[config.mk]
export PLATFORM = sky130hd
export DESIGN_NAME = tnbd_ctrl
export DESIGN_NICKNAME = d
export VERILOG_FILES = /design/src/tnbd_pkg.sv /design/src/tnbd_ctrl.sv
export SDC_FILE = /design/constraint.sdc
export NUM_CORES = 1
export LEC_CHECK = 0
export BUFFER_PORTS_ARGS = -buffer_cell sky130_fd_sc_hd__buf_2
export CAP_MARGIN = 5
export CELL_PAD_IN_SITES_DETAIL_PLACEMENT = 1
export CELL_PAD_IN_SITES_GLOBAL_PLACEMENT = 1
export CORE_AREA = 8 8 53 55
export CTS_CLUSTER_DIAMETER = 50
export DETAILED_ROUTE_END_ITERATION = 12
export DIE_AREA = 0 0 61 63
export HOLD_SLACK_MARGIN = 0.1
export PLACE_DENSITY_LB_ADDON = 0.1
export SETUP_SLACK_MARGIN = 0.02
export SLEW_MARGIN = 5
export SYNTH_ARGS = -nofsm -noshare
export SYNTH_HDL_FRONTEND = slang
export SYNTH_SLANG_ARGS = --single-unit
[constraint.sdc]
create_clock -name i_clk -period 2.3 [get_ports i_clk]
set_input_delay 0.345 -clock i_clk [delete_from_list [all_inputs] [get_ports i_clk]]
set_output_delay 0.345 -clock i_clk [all_outputs]
set_load 0.02 [all_outputs]
[src/tnbd_pkg.sv]
// ----------------------------------------------------------------------------
// tnbd_pkg
// shared types, widths and helpers for the table network block decryptor
// ----------------------------------------------------------------------------
package tnbd_pkg;

    // fixed field widths
    localparam int ADDR_W = 15;
    localparam int WORD_W = 64;
    localparam int BYTE_W = 8;
    localparam int NBYTES = 16;
    localparam int BANKS  = 16;

    // round counter covers every supported round count (up to 14)
    localparam int RND_W = 4;
    // table row quotient: four tables per bank per round, {round, column}
    localparam int TQ_W  = RND_W + 2;
    // full bank row before trimming to the bank depth
    localparam int ROWF_W = TQ_W + 5;

    typedef logic [NBYTES-1:0][BYTE_W-1:0] t_state;

    // controller to datapath commands
    typedef struct packed {
        logic             load_blk;   // take a new ciphertext block
        logic             wr_en;      // table load word
        logic             rd_en;      // issue bank reads
        logic             rd_last;    // final round lookups
        logic [1:0]       rd_col;     // column being read
        logic             cap_en;     // capture one column of lookups
        logic [1:0]       cap_col;    // column being captured
        logic             cap_shift;  // last column: refresh state with row shift
        logic             cap_final;  // capture final round bytes
        logic             push_out;   // move result into the output register
        logic [RND_W-1:0] round;      // network round index
    } t_dp_cmd;

    // inverse aes row shift on a column-major 16-byte state
    function automatic t_state inv_shift(input t_state s);
        t_state o;
        for (int c = 0; c < 4; c++) begin
            for (int r = 0; r < 4; r++) begin
                o[4*c + r] = s[4*((c + 4 - r) % 4) + r];
            end
        end
        return o;
    endfunction

endpackage

[src/tnbd_ctrl.sv]
// ----------------------------------------------------------------------------
// tnbd_ctrl
// sequencer for loads, network rounds, final round and result hand-off
// ----------------------------------------------------------------------------
module tnbd_ctrl #(
    parameter int ROUNDS = 10
) (
    input  logic              i_clk,
    input  logic              i_rst_n,
    input  logic              i_in_valid,
    input  logic              i_req_type,
    output logic              o_in_ready,
    output logic              o_out_valid,
    input  logic              i_out_ready,
    output tnbd_pkg::t_dp_cmd o_cmd
);
    import tnbd_pkg::*;

    localparam logic [2:0] S_IDLE  = 3'd0;
    localparam logic [2:0] S_ROUND = 3'd1;
    localparam logic [2:0] S_LAST  = 3'd2;
    localparam logic [2:0] S_LWAIT = 3'd3;
    localparam logic [2:0] S_OUT   = 3'd4;

    localparam logic       REQ_LOAD    = 1'b0;
    localparam logic       REQ_DECRYPT = 1'b1;
    localparam logic [2:0] COL_DRAIN   = 3'd4;
    localparam logic [RND_W-1:0] LAST_NET = RND_W'(ROUNDS - 2);

    logic [2:0]       r_state, n_state;
    logic [2:0]       r_col, n_col;
    logic [RND_W-1:0] r_round, n_round;
    logic             r_out_valid, n_out_valid;
    logic             w_accept;

    assign o_in_ready  = (r_state == S_IDLE);
    assign o_out_valid = r_out_valid;
    assign w_accept    = i_in_valid && o_in_ready;

    always_comb begin
        n_state = r_state;
        n_col   = r_col;
        n_round = r_round;
        o_cmd   = '0;
        o_cmd.round   = r_round;
        o_cmd.rd_col  = r_col[1:0];
        o_cmd.cap_col = 2'(r_col - 3'd1);

        unique case (r_state)
            S_IDLE: begin
                if (w_accept) begin
                    if (i_req_type == REQ_LOAD) begin
                        o_cmd.wr_en = 1'b1;
                    end else begin
                        o_cmd.load_blk = 1'b1;
                        n_round = '0;
                        n_col   = '0;
                        n_state = S_ROUND;
                    end
                end
            end
            S_ROUND: begin
                o_cmd.rd_en     = (r_col != COL_DRAIN);
                o_cmd.cap_en    = (r_col != 3'd0);
                o_cmd.cap_shift = (r_col == COL_DRAIN);
                if (r_col == COL_DRAIN) begin
                    n_col = '0;
                    if (r_round == LAST_NET) begin
                        n_state = S_LAST;
                    end else begin
                        n_round = r_round + 1'b1;
                    end
                end else begin
                    n_col = r_col + 3'd1;
                end
            end
            S_LAST: begin
                o_cmd.rd_en   = 1'b1;
                o_cmd.rd_last = 1'b1;
                n_state = S_LWAIT;
            end
            S_LWAIT: begin
                o_cmd.cap_final = 1'b1;
                n_state = S_OUT;
            end
            S_OUT: begin
                if (!r_out_valid || i_out_ready) begin
                    o_cmd.push_out = 1'b1;
                    n_state = S_IDLE;
                end
            end
            default: begin
                n_state = S_IDLE;
            end
        endcase

        n_out_valid = r_out_valid;
        if (o_cmd.push_out) begin
            n_out_valid = 1'b1;
        end else if (i_out_ready) begin
            n_out_valid = 1'b0;
        end
    end

    always_ff @(posedge i_clk) begin
        if (!i_rst_n) begin
            r_state     <= S_IDLE;
            r_col       <= '0;
            r_round     <= '0;
            r_out_valid <= 1'b0;
        end else begin
            r_state     <= n_state;
            r_col       <= n_col;
            r_round     <= n_round;
            r_out_valid <= n_out_valid;
        end
    end

    // result never overwrites a word that is still waiting
    a_push_room: assert property (@(posedge i_clk) disable iff (!i_rst_n)
        o_cmd.push_out |-> (!r_out_valid || i_out_ready))
        else $error("result pushed over a pending word");

    // column counter stays within read plus drain steps
    a_col_range: assert property (@(posedge i_clk) disable iff (!i_rst_n)
        (r_state == S_ROUND) |-> (r_col <= COL_DRAIN))
        else $error("column counter out of range");

    // network round index never passes the last network round
    a_round_range: assert property (@(posedge i_clk) disable iff (!i_rst_n)
        (r_state == S_ROUND) |-> (r_round <= LAST_NET))
        else $error("round counter out of range");

    // a decrypt starts at round zero, column zero
    a_start: assert property (@(posedge i_clk) disable iff (!i_rst_n)
        (w_accept && i_req_type == REQ_DECRYPT)
        |=> (r_state == S_ROUND && r_round == '0 && r_col == '0))
        else $error("decrypt did not start at round zero");

    // final lookups are captured in the cycle after they are issued
    a_last_seq: assert property (@(posedge i_clk) disable iff (!i_rst_n)
        (r_state == S_LAST) |=> (r_state == S_LWAIT))
        else $error("final round capture out of step");

endmodule

=== After elaboration in Yosys (flattened, before gate mapping) ===
Index checks and enable logic that the tools add are counted.

* Bits in registers: 11

* Add/sub/neg operators: 3
* Equal/unequal tests: 13
* Reductions and logical operators: 10
* Muxes and demuxes: 28

{| class="wikitable"
|+ Operator list
! operator !! number
|-
| 2-to-1 mux 3 bit || 8
|-
| 2-to-1 mux 4 bit || 4
|-
| case mux 3 bit (5 select lines) || 1
|-
| 2-to-1 mux 1 bit || 10
|-
| != test 2 bit (second input constant) || 5
|-
| AND reduction 5 bit || 2
|-
| case mux 4 bit (2 select lines) || 1
|-
| equality test 3 x 2 -> 1 bit (second input constant) || 2
|-
| equality test 3 bit (second input constant) || 2
|-
| case mux 3 bit (2 select lines) || 1
|-
| adder 4 x 1 -> 4 bit (second input constant) || 1
|-
| equality test 4 bit (second input constant) || 1
|-
| 2-to-1 mux 2 bit || 2
|-
| nonzero test 2 bit || 2
|-
| adder 3 x 1 -> 3 bit (second input constant) || 1
|-
| equality test 3 x 1 -> 1 bit (second input constant) || 1
|-
| logical NOT 3 bit || 1
|-
| != test 3 bit (second input constant) || 1
|-
| AND reduction 3 bit || 1
|-
| nonzero test 3 bit || 1
|-
| != test 2 x 1 -> 1 bit (second input constant) || 1
|-
| case mux 1 bit (2 select lines) || 1
|-
| subtractor 2 x 1 -> 2 bit (second input constant) || 1
|-
| logical AND 1 bit || 1
|-
| 2 further kinds || 2
|}

=== Longest topological paths before layout ===
Gate-level depths: netlist of run 1.

* Depth in word-level cells: 5
* Gate-level depth with buffers: 6

=== Worst setup path after synthesis of run 1 ===
OpenSTA, ideal clock, no wires.

* Path kind: reg-to-output
* Start point: register r_state[2]
* End point: output port o_cmd[14] in the netlist's numbering
* Cell stages (with the launch flop): 4
* Path slack: 0.456 ns
* Arrival: 1.499 ns
* Data required time: 1.955 ns
* Path buffers: 1
* Path through: dfxtp_1 -> or2_4 -> buf_2 -> nor4b_1

{| class="wikitable"
|+ RTL lines
! element !! line !! source
|-
| start: declaration || tnbd_ctrl.sv:30 || <nowiki>logic [2:0] r_state, n_state;</nowiki>
|-
| start signal: assignment || tnbd_ctrl.sv:112 || <nowiki>r_state <= n_state;</nowiki>
|-
| end: declaration || tnbd_ctrl.sv:15 || <nowiki>output tnbd_pkg::t_dp_cmd o_cmd</nowiki>
|}

==> results of run 1 <==
how the worst max path moves through the flow:
| stage | from | to | slack (ns) | depth (start not counted) |
|---|---|---|---|---|
| 6_report | r_state[0]$_SDFFE_PN0P_ | o_cmd[6] | 0.30 | 3 |
| 5_1_grt | r_state[0]$_SDFFE_PN0P_ | o_cmd[9] | 0.17 | 3 |
| 4_1_cts | r_state[0]$_SDFFE_PN0P_ | o_cmd[6] | 0.27 | 3 |
| 3_5_place_dp | r_state[0]$_SDFFE_PN0P_ | o_cmd[6] | 0.59 | 3 |
| 3_3_place_gp | r_state[0]$_SDFFE_PN0P_ | o_cmd[6] | 0.64 | 3 |
| 2_1_floorplan | r_state[2]$_SDFFE_PN0P_ | o_cmd[14] | 0.46 | 3 |
where the power goes:
group / internal [mW] / leakage, nW / switching, mW
Combinational: 0.0341 / 0.272 / 0.0578
Sequential: 0.195 / 0.0890 / 0.0101
Clock: 0.0673 / 0.0150 / 0.0710
registers in the layout (all words and copies together) (netlist names):
name         count
o_out_valid      1
r_state          3
r_round          4
r_col            3
cells in the mapped netlist, drive strengths merged (2+ instances only):
cell,number
nor3,3
nand2,7
nor2,12
nor3b,3
buf,5
o21ai,2
mux2i,2
dfxtp,11
nand3,3
a21oi,9
ha,4
nor2b,3
o31ai,2
inv,9
a211oi,2
final cells by class:
class                   instances  area, um^2  area share (%)
inverters                       9        33.8            4.01
well taps                      28        35.0            4.15
repair buffers                 22         110            13.1
multi-input cells              66         418            49.6
flip-flops and latches         11         220            26.1
clock buffers                   4        26.3            3.12
metrics by stage:
stage | hold slack (ns) | std cells | instance area (um^2) | setup slack, ns | total power, mW
global route | 0.362 | 140 | 843 | 0.172 | 0.465
CTS | 0.361 | 140 | 843 | 0.274 | 0.444
detailed placement | 0.511 | 136 | 817 | 0.590 | 0.303
finish | 0.360 | 140 | 843 | 0.300 | 0.435
global placement | 0.495 | 136 | 817 | 0.636 | 0.301
floorplan | 0.465 | 92 | 708 | 0.456 | 0.276
per-layer routing:
layer | part of all wire (%) | GRT usage [%] | wire, um
met5 | 0 | 0 | 0
met4 | 1.6 | 5.25 | 31
met3 | 5.0 | 4.73 | 96
met2 | 52 | 18.3 | 991
met1 | 41 | 11.5 | 791
worst min-delay path: cells and delay by family:
kind | cells | cell delay, ns
compound gates | 1 | 0.07
buf+inv | 1 | 0.11
simple gates | 1 | 0.08
cell families (layout without fill, tap and decap cells):
family	after synthesis	in the layout	synth area share, %
adders and majority gates	4	4	7.07
and+or+nand+nor	40	40	30.7
xor gates and xnor gates	1	1	1.24
DFF	11	11	31.1
AOI/OAI and AO/OA	19	19	17.1
buffers and inverters	15	35	9.89
muxes	2	2	2.83
cell usage in the layout (no fill, tap or decap), types with 2 or more instances in the layout:
cell type  count
buf_2         22
nor2_1        12
dfxtp_1       11
inv_1          9
a21oi_1        9
nand2_1        6
ha_1           4
nor2b_1        3
nor3b_1        3
nor3_1         3
nand3_1        3
clkbuf_4       3
mux2i_1        2
o21ai_0        2
o31ai_1        2
==> results.cfg, run 1 <==
[status]
status = finished, final reports clean

[finish]
antenna_cells = 0
area.growth.synth_to_final_pct = 19.1
fin_nets = 122
layout-drive-gt1-share_pct = 26.8
fillers = 279
final_util_pct = 40.9

[synth]
synth_edf_count = 0
ys_warn_count = 0
synth_top_area_share_pct = 31.1
ys_types = 33
synth_area_um2 = 708
syn_avg_cell_area_um2 = 7.70
synth.area.top_cells = dfxtp_1, ha_1, a21oi_1, nor2_1, inv_1
yosysSeqAreaShare_pct = 31.1
netlist_instances = 92
async_reset_ff_share_pct = 0
synth_fp_nets = 101
synthFlopType = dfxtp_1
synth_top_cell_by_area = dfxtp_1
ys_ff_latch = 11

[clock_network]
clkTransAtPathRegs_ns = 0.07
cts_resized = 0
numCtsBuffers = 3
cts_sinks = 11
root_buffer = clkbuf_4
clk_path_buf_depth = 2
cts.htree.levels = 1
post-cts-setup-buffers = 0
cts_tree = yes
hold_buffers = 0
clk-insertion-delay-late_ns = 0.28

[setup_path]
slowest_stage = dfxtp_1
crit_type = flip-flop to primary output
arrival_ns = 1.65
critical_path_buf_inv_count = 1
critPathLaunchType = flip-flop
r2r_end = r_state[0]$_SDFFE_PN0P_
cp_top_family = simple AND/OR/NAND/NOR gates
reg2reg_depth = 6
ff2ff_setup_slack_ns = 0.66
path_cells = or3b_4 > nor2_1 > buf_2
required_ns = 1.96
r2r-start = r_col[0]$_SDFFE_PN0P_
crit_fanout = 14
critPathCaptureType = primary output
max_stage_delay_ns = 0.58

[min_path]
min_path_cells = 3
hp-start = i_rst_n
hold_end = r_round[1]$_SDFFE_PN0P_
hp-class = input port to flip-flop

[placement]
hpwl_mm = 1.50
place_congestion = 0.797
port_buffers = 22

[floorplanning]
die_w_um = 61
rows = 17
pin_count = 23
start_util_pct = 34.3
core_region_area_um2 = 2060
die_y_um = 63
die-area_um2 = 3840

[detailed_routing]
drtAntennaViolNets = 0
drc = 0
firstDrtPassIters = 4
vias_per_cell = 5.09
vias = 713
drtIter0Drc = 5
wl_mm = 1.91
wl_per_cell_um = 13.7

[sta]
clock.fmax_ghz = 0.500
rsz0062_at_grt = no
hold_violations = 0
fin_skew_ns = 0.00275
relSlewSlack_pct = 71.5
slew_viol_final = 0
tns_ns = 0
min_period_over_period_pct = 86.9
min_period_ns = 2.00
tightest_slew_ns = 0.427
setup-violations-final = 0

[grt]
grt_pass1_wl_mm = 3.26
grt_max_degree = 15
grt.total_usage_pct = 11.1
grt_pass1_vias = 714
grt_overflow = 0
antenna_found_initial = 0

[flow_run]
cap_violations = 0

[power]
power-per-cell-area_nw_per_um2 = 516
p_leak_nw = 0.376
ir_drop_mv = 0.343
Note: power is estimated with default switching activity, not from simulation.
==> inputs of run 2 (changes only) <==
--- a/config.mk
+++ b/config.mk
@@ -14,7 +14,7 @@
 export DETAILED_ROUTE_END_ITERATION = 12
 export DIE_AREA = 0 0 61 63
 export HOLD_SLACK_MARGIN = 0.1
-export PLACE_DENSITY_LB_ADDON = 0.1
+export PLACE_DENSITY = 0.77
 export SETUP_SLACK_MARGIN = 0.02
 export SLEW_MARGIN = 5
 export SYNTH_ARGS = -nofsm -noshare
==> results.cfg, run 2 (synthesis results as in run 1) <==
[status]
status = finished, final reports clean

[floorplanning]
die-area_um2 = 3840
pin_count = 23
core_region_area_um2 = 2060
die_y_um = 63
start_util_pct = 34.3
rows = 17
die_w_um = 61

[sta]
clock.fmax_ghz = 0.497
min_period_over_period_pct = 87.6
setup-violations-final = 0
fin_skew_ns = 0.00372
min_period_ns = 2.01
hold_violations = 0
relSlewSlack_pct = 70.2
fin_hold_ws_ns = 0.362
rsz0062_at_grt = no
slew_viol_final = 0
tns_ns = 0
tightest_slew_ns = 0.447

[setup_path]
path_cells = or3b_4 > nor2_1 > buf_2
required_ns = 1.96
arrival_ns = 1.67
slowest_stage = dfxtp_1
crit_type = flip-flop to primary output
max_stage_delay_ns = 0.60
critPathCaptureType = primary output
crit_fanout = 14
critPathLaunchType = flip-flop

[detailed_routing]
firstDrtPassIters = 4
drc = 0
drtAntennaViolNets = 0
vias_per_cell = 5.03
vias = 704
drtIter0Drc = 15
wl_mm = 1.95
wl_per_cell_um = 13.9

[finish]
layout-drive-gt1-share_pct = 26.8
area.growth.synth_to_final_pct = 19.1
final_common_cell = buf_2
top_regs = r_round (4), r_col (3), r_state (3)
fin_nets = 122
antenna_cells = 0
final_cell_mix = buf_2, nor2_1, dfxtp_1, inv_1, a21oi_1
regMostFlops = r_round
largest_reg_flops = 4

[power]
total_power_uw = 435
p_leak_nw = 0.376
ir_drop_mv = 0.234
power-per-cell-area_nw_per_um2 = 515

[clock_network]
clk_path_buf_depth = 2
numCtsBuffers = 3
root_buffer = clkbuf_4
cts.htree.levels = 1
post-cts-setup-buffers = 0
cts_tree = yes
cts_resized = 0
clkTransAtPathRegs_ns = 0.07
hold_buffers = 0
clk-insertion-delay-late_ns = 0.27
cts_sinks = 11

[grt]
grt_overflow = 0
grt_max_degree = 15
grt.total_usage_pct = 11.4
grt_pass1_wl_mm = 3.44
grt_pass1_vias = 772
antenna_found_initial = 0

[placement]
place_congestion = 0.795
hpwl_mm = 1.54
port_buffers = 22

[min_path]
hp-class = input port to flip-flop

[flow_run]
cap_violations = 0
==> run 2: cell counts in the layout (fill, tap and decap cells not counted) <==
No cell type changed its count.
==> run 2: power by group <==
part	internal, mW	switching, mW	leakage, nW
sequential	0.195	0.0101	0.0890
combinational	0.0341	0.0580	0.272
clock	0.0673	0.0700	0.0150
==> run 2: final timing paths <==
kind	to	slack [ns]	cells after the start	start
max reg2reg	r_state[0]$_SDFFE_PN0P_	0.63	6	r_col[0]$_SDFFE_PN0P_
min reg2reg	r_col[2]$_SDFFE_PN0P_	0.52	2	r_col[2]$_SDFFE_PN0P_
min	r_round[1]$_SDFFE_PN0P_	0.36	3	i_rst_n
max	o_cmd[6]	0.29	3	r_state[0]$_SDFFE_PN0P_
==> run 2: area by class of cell <==
type,count,area [um^2]
Tap cell,28,35.0
Sequential cell,11,220
Timing Repair Buffer,22,110
Clock buffer,4,26.3
Multi-Input combinational cell,66,418
Inverter,9,33.8
Fill cell,278,1220
==> run 2: layer usage <==
metal	vias up	GRT usage, %	share of wire (%)
li1	358	-	-
met1	329	13.0	44
met2	13	18.5	50
met3	4	2.88	4.7
met4	0	6.12	1.3
met5	-	0	0
==> run 2: metrics by stage <==
step	utilization, %	area, um^2	cells	setup WS [ns]
floorplan	-	708	92	0.456
global placement	39.6	817	136	0.638
detailed placement	39.6	817	136	0.585
CTS	40.9	843	140	0.279
global route	40.9	843	140	0.181
finish	40.9	843	140	0.286
==> run 2: worst max-delay path, delay by kind of cell (launching register included) <==
| kind | cells | cell delay [ns] |
|---|---|---|
| buffers and inverters | 1 | 0.19 |
| DFF | 1 | 0.60 |
| and+or+nand+nor | 2 | 0.60 |
==> inputs of run 3 (changes only) <==
--- a/config.mk
+++ b/config.mk
@@ -9,10 +9,10 @@
 export CAP_MARGIN = 5
 export CELL_PAD_IN_SITES_DETAIL_PLACEMENT = 1
 export CELL_PAD_IN_SITES_GLOBAL_PLACEMENT = 1
-export CORE_AREA = 8 8 53 55
+export CORE_AREA = 3 3 48 50
 export CTS_CLUSTER_DIAMETER = 50
 export DETAILED_ROUTE_END_ITERATION = 12
-export DIE_AREA = 0 0 61 63
+export DIE_AREA = 0 0 51 53
 export HOLD_SLACK_MARGIN = 0.1
 export PLACE_DENSITY = 0.77
 export SETUP_SLACK_MARGIN = 0.02
==> constraint.sdc (replaced) <==
create_clock -name i_clk -period 2.3 [get_ports i_clk]
set_input_delay 0.23 -clock i_clk [delete_from_list [all_inputs] [get_ports i_clk]]
set_output_delay 0.23 -clock i_clk [all_outputs]
set_load 0.02 [all_outputs]
==> results.cfg, run 3 (synthesis results as in run 1) <==
[detailed_routing]
drc = 0
wl_mm = 1.95
vias = 728
wl_per_cell_um = 14.0
vias_per_cell = 5.24
drtIter0Drc = 6
firstDrtPassIters = 4
drtAntennaViolNets = 0

[clock_network]
hold_buffers = 0
clk_path_buf_depth = 2
post-cts-setup-buffers = 0
clkTransAtPathRegs_ns = 0.07
cts_resized = 0
clk-insertion-delay-late_ns = 0.27
root_buffer = clkbuf_4
cts_sinks = 11
numCtsBuffers = 3
cts.htree.levels = 1
cts_tree = yes

[finish]
final_util_pct = 43.4
largest_reg_flops = 4
antenna_cells = 0
layout-drive-gt1-share_pct = 26.8
regMostFlops = r_round
final_common_cell = buf_2
final_cells = 139
final_cell_mix = buf_2, nor2_1, dfxtp_1, inv_1, a21oi_1
fin_nets = 122
top_regs = r_round (4), r_col (3), r_state (3)
area.growth.synth_to_final_pct = 18.9

[sta]
min_period_over_period_pct = 82.1
tightest_slew_ns = 0.448
relSlewSlack_pct = 70.1
slew_viol_final = 0
clock.fmax_ghz = 0.529
fin_skew_ns = 0.00274
rsz0062_at_grt = no
tns_ns = 0
min_period_ns = 1.89
hold_violations = 0
setup-violations-final = 0

[setup_path]
r2r-start = r_col[0]$_SDFFE_PN0P_
arrival_ns = 1.66
reg2reg_depth = 6
endpoint = o_cmd[6]
critPathCaptureType = primary output
ff2ff_setup_slack_ns = 0.66
critPathLaunchType = flip-flop
startpoint = r_state[0]$_SDFFE_PN0P_
r2r_end = r_state[0]$_SDFFE_PN0P_
crit_type = flip-flop to primary output
required_ns = 2.07
crit_fanout = 14

[flow_run]
cap_violations = 0

[floorplanning]
rows = 16
die_w_um = 51
start_util_pct = 36.5
core_region_area_um2 = 1940
die_y_um = 53
pin_count = 23
die-area_um2 = 2700

[grt]
grt_pass1_vias = 744
antenna_found_initial = 0
grt_overflow = 0
grt.total_usage_pct = 16.2
grt_max_degree = 15
grt_pass1_wl_mm = 3.28

[placement]
place_congestion = 0.840
hpwl_mm = 1.47
port_buffers = 22
place_inst = 135

[min_path]
min_path_cells = 3
hp-class = input port to flip-flop
hp-start = i_rst_n

[status]
status = finished, final reports clean

[power]
p_leak_nw = 0.376
power-per-cell-area_nw_per_um2 = 518
ir_drop_mv = 0.300
==> run 3: how the worst min path moves through the flow <==
stage | endpoint | slack [ns]
global route | r_round[1]$_SDFFE_PN0P_ | 0.26
global placement | r_col[2]$_SDFFE_PN0P_ | 0.50
floorplan | r_round[1]$_SDFFE_PN0P_ | 0.39
CTS | r_round[1]$_SDFFE_PN0P_ | 0.24
detailed placement | r_col[2]$_SDFFE_PN0P_ | 0.51
finish | r_round[1]$_SDFFE_PN0P_ | 0.25
==> run 3: stage by stage <==
step	total power [mW]	hold WS [ns]	area [um^2]	setup slack [ns]
2_1_floorplan	0.276	0.388	708	0.571
3_3_place_gp	0.300	0.499	816	0.686
3_5_place_dp	0.302	0.509	816	0.669
4_1_cts	0.440	0.245	842	0.410
5_1_grt	0.462	0.265	842	0.287
6_report	0.436	0.249	842	0.411
==> run 3: power by group <==
group	switching (mW)	leakage, nW	internal [mW]
registers	0.0101	0.0890	0.195
clock network	0.0705	0.0150	0.0673
logic	0.0587	0.272	0.0342
total	0.139	0.376	0.296
==> run 3: cell type report <==
| class | count | area (um^2) |
|---|---|---|
| inverter | 9 | 33.8 |
| fill | 264 | 1100 |
| tap | 27 | 33.8 |
| multi-input combinational | 66 | 418 |
| sequential | 11 | 220 |
| timing repair buffer | 22 | 110 |
| clock buffer | 4 | 26.3 |
==> run 3: worst max-delay path: stages (launching register included) <==
cell,delay [ns]
dfxtp_1,0.60
or3b_4,0.46
nor2_1,0.14
buf_2,0.18
==> run 3: metal layers <==
metal | up-vias | wire, um | GRT usage, %
li1 | 359 | - | -
met1 | 351 | 863 | 18.0
met2 | 15 | 990 | 29.2
met3 | 3 | 67 | 3.10
met4 | 0 | 24 | 8.07
met5 | - | 0 | 0
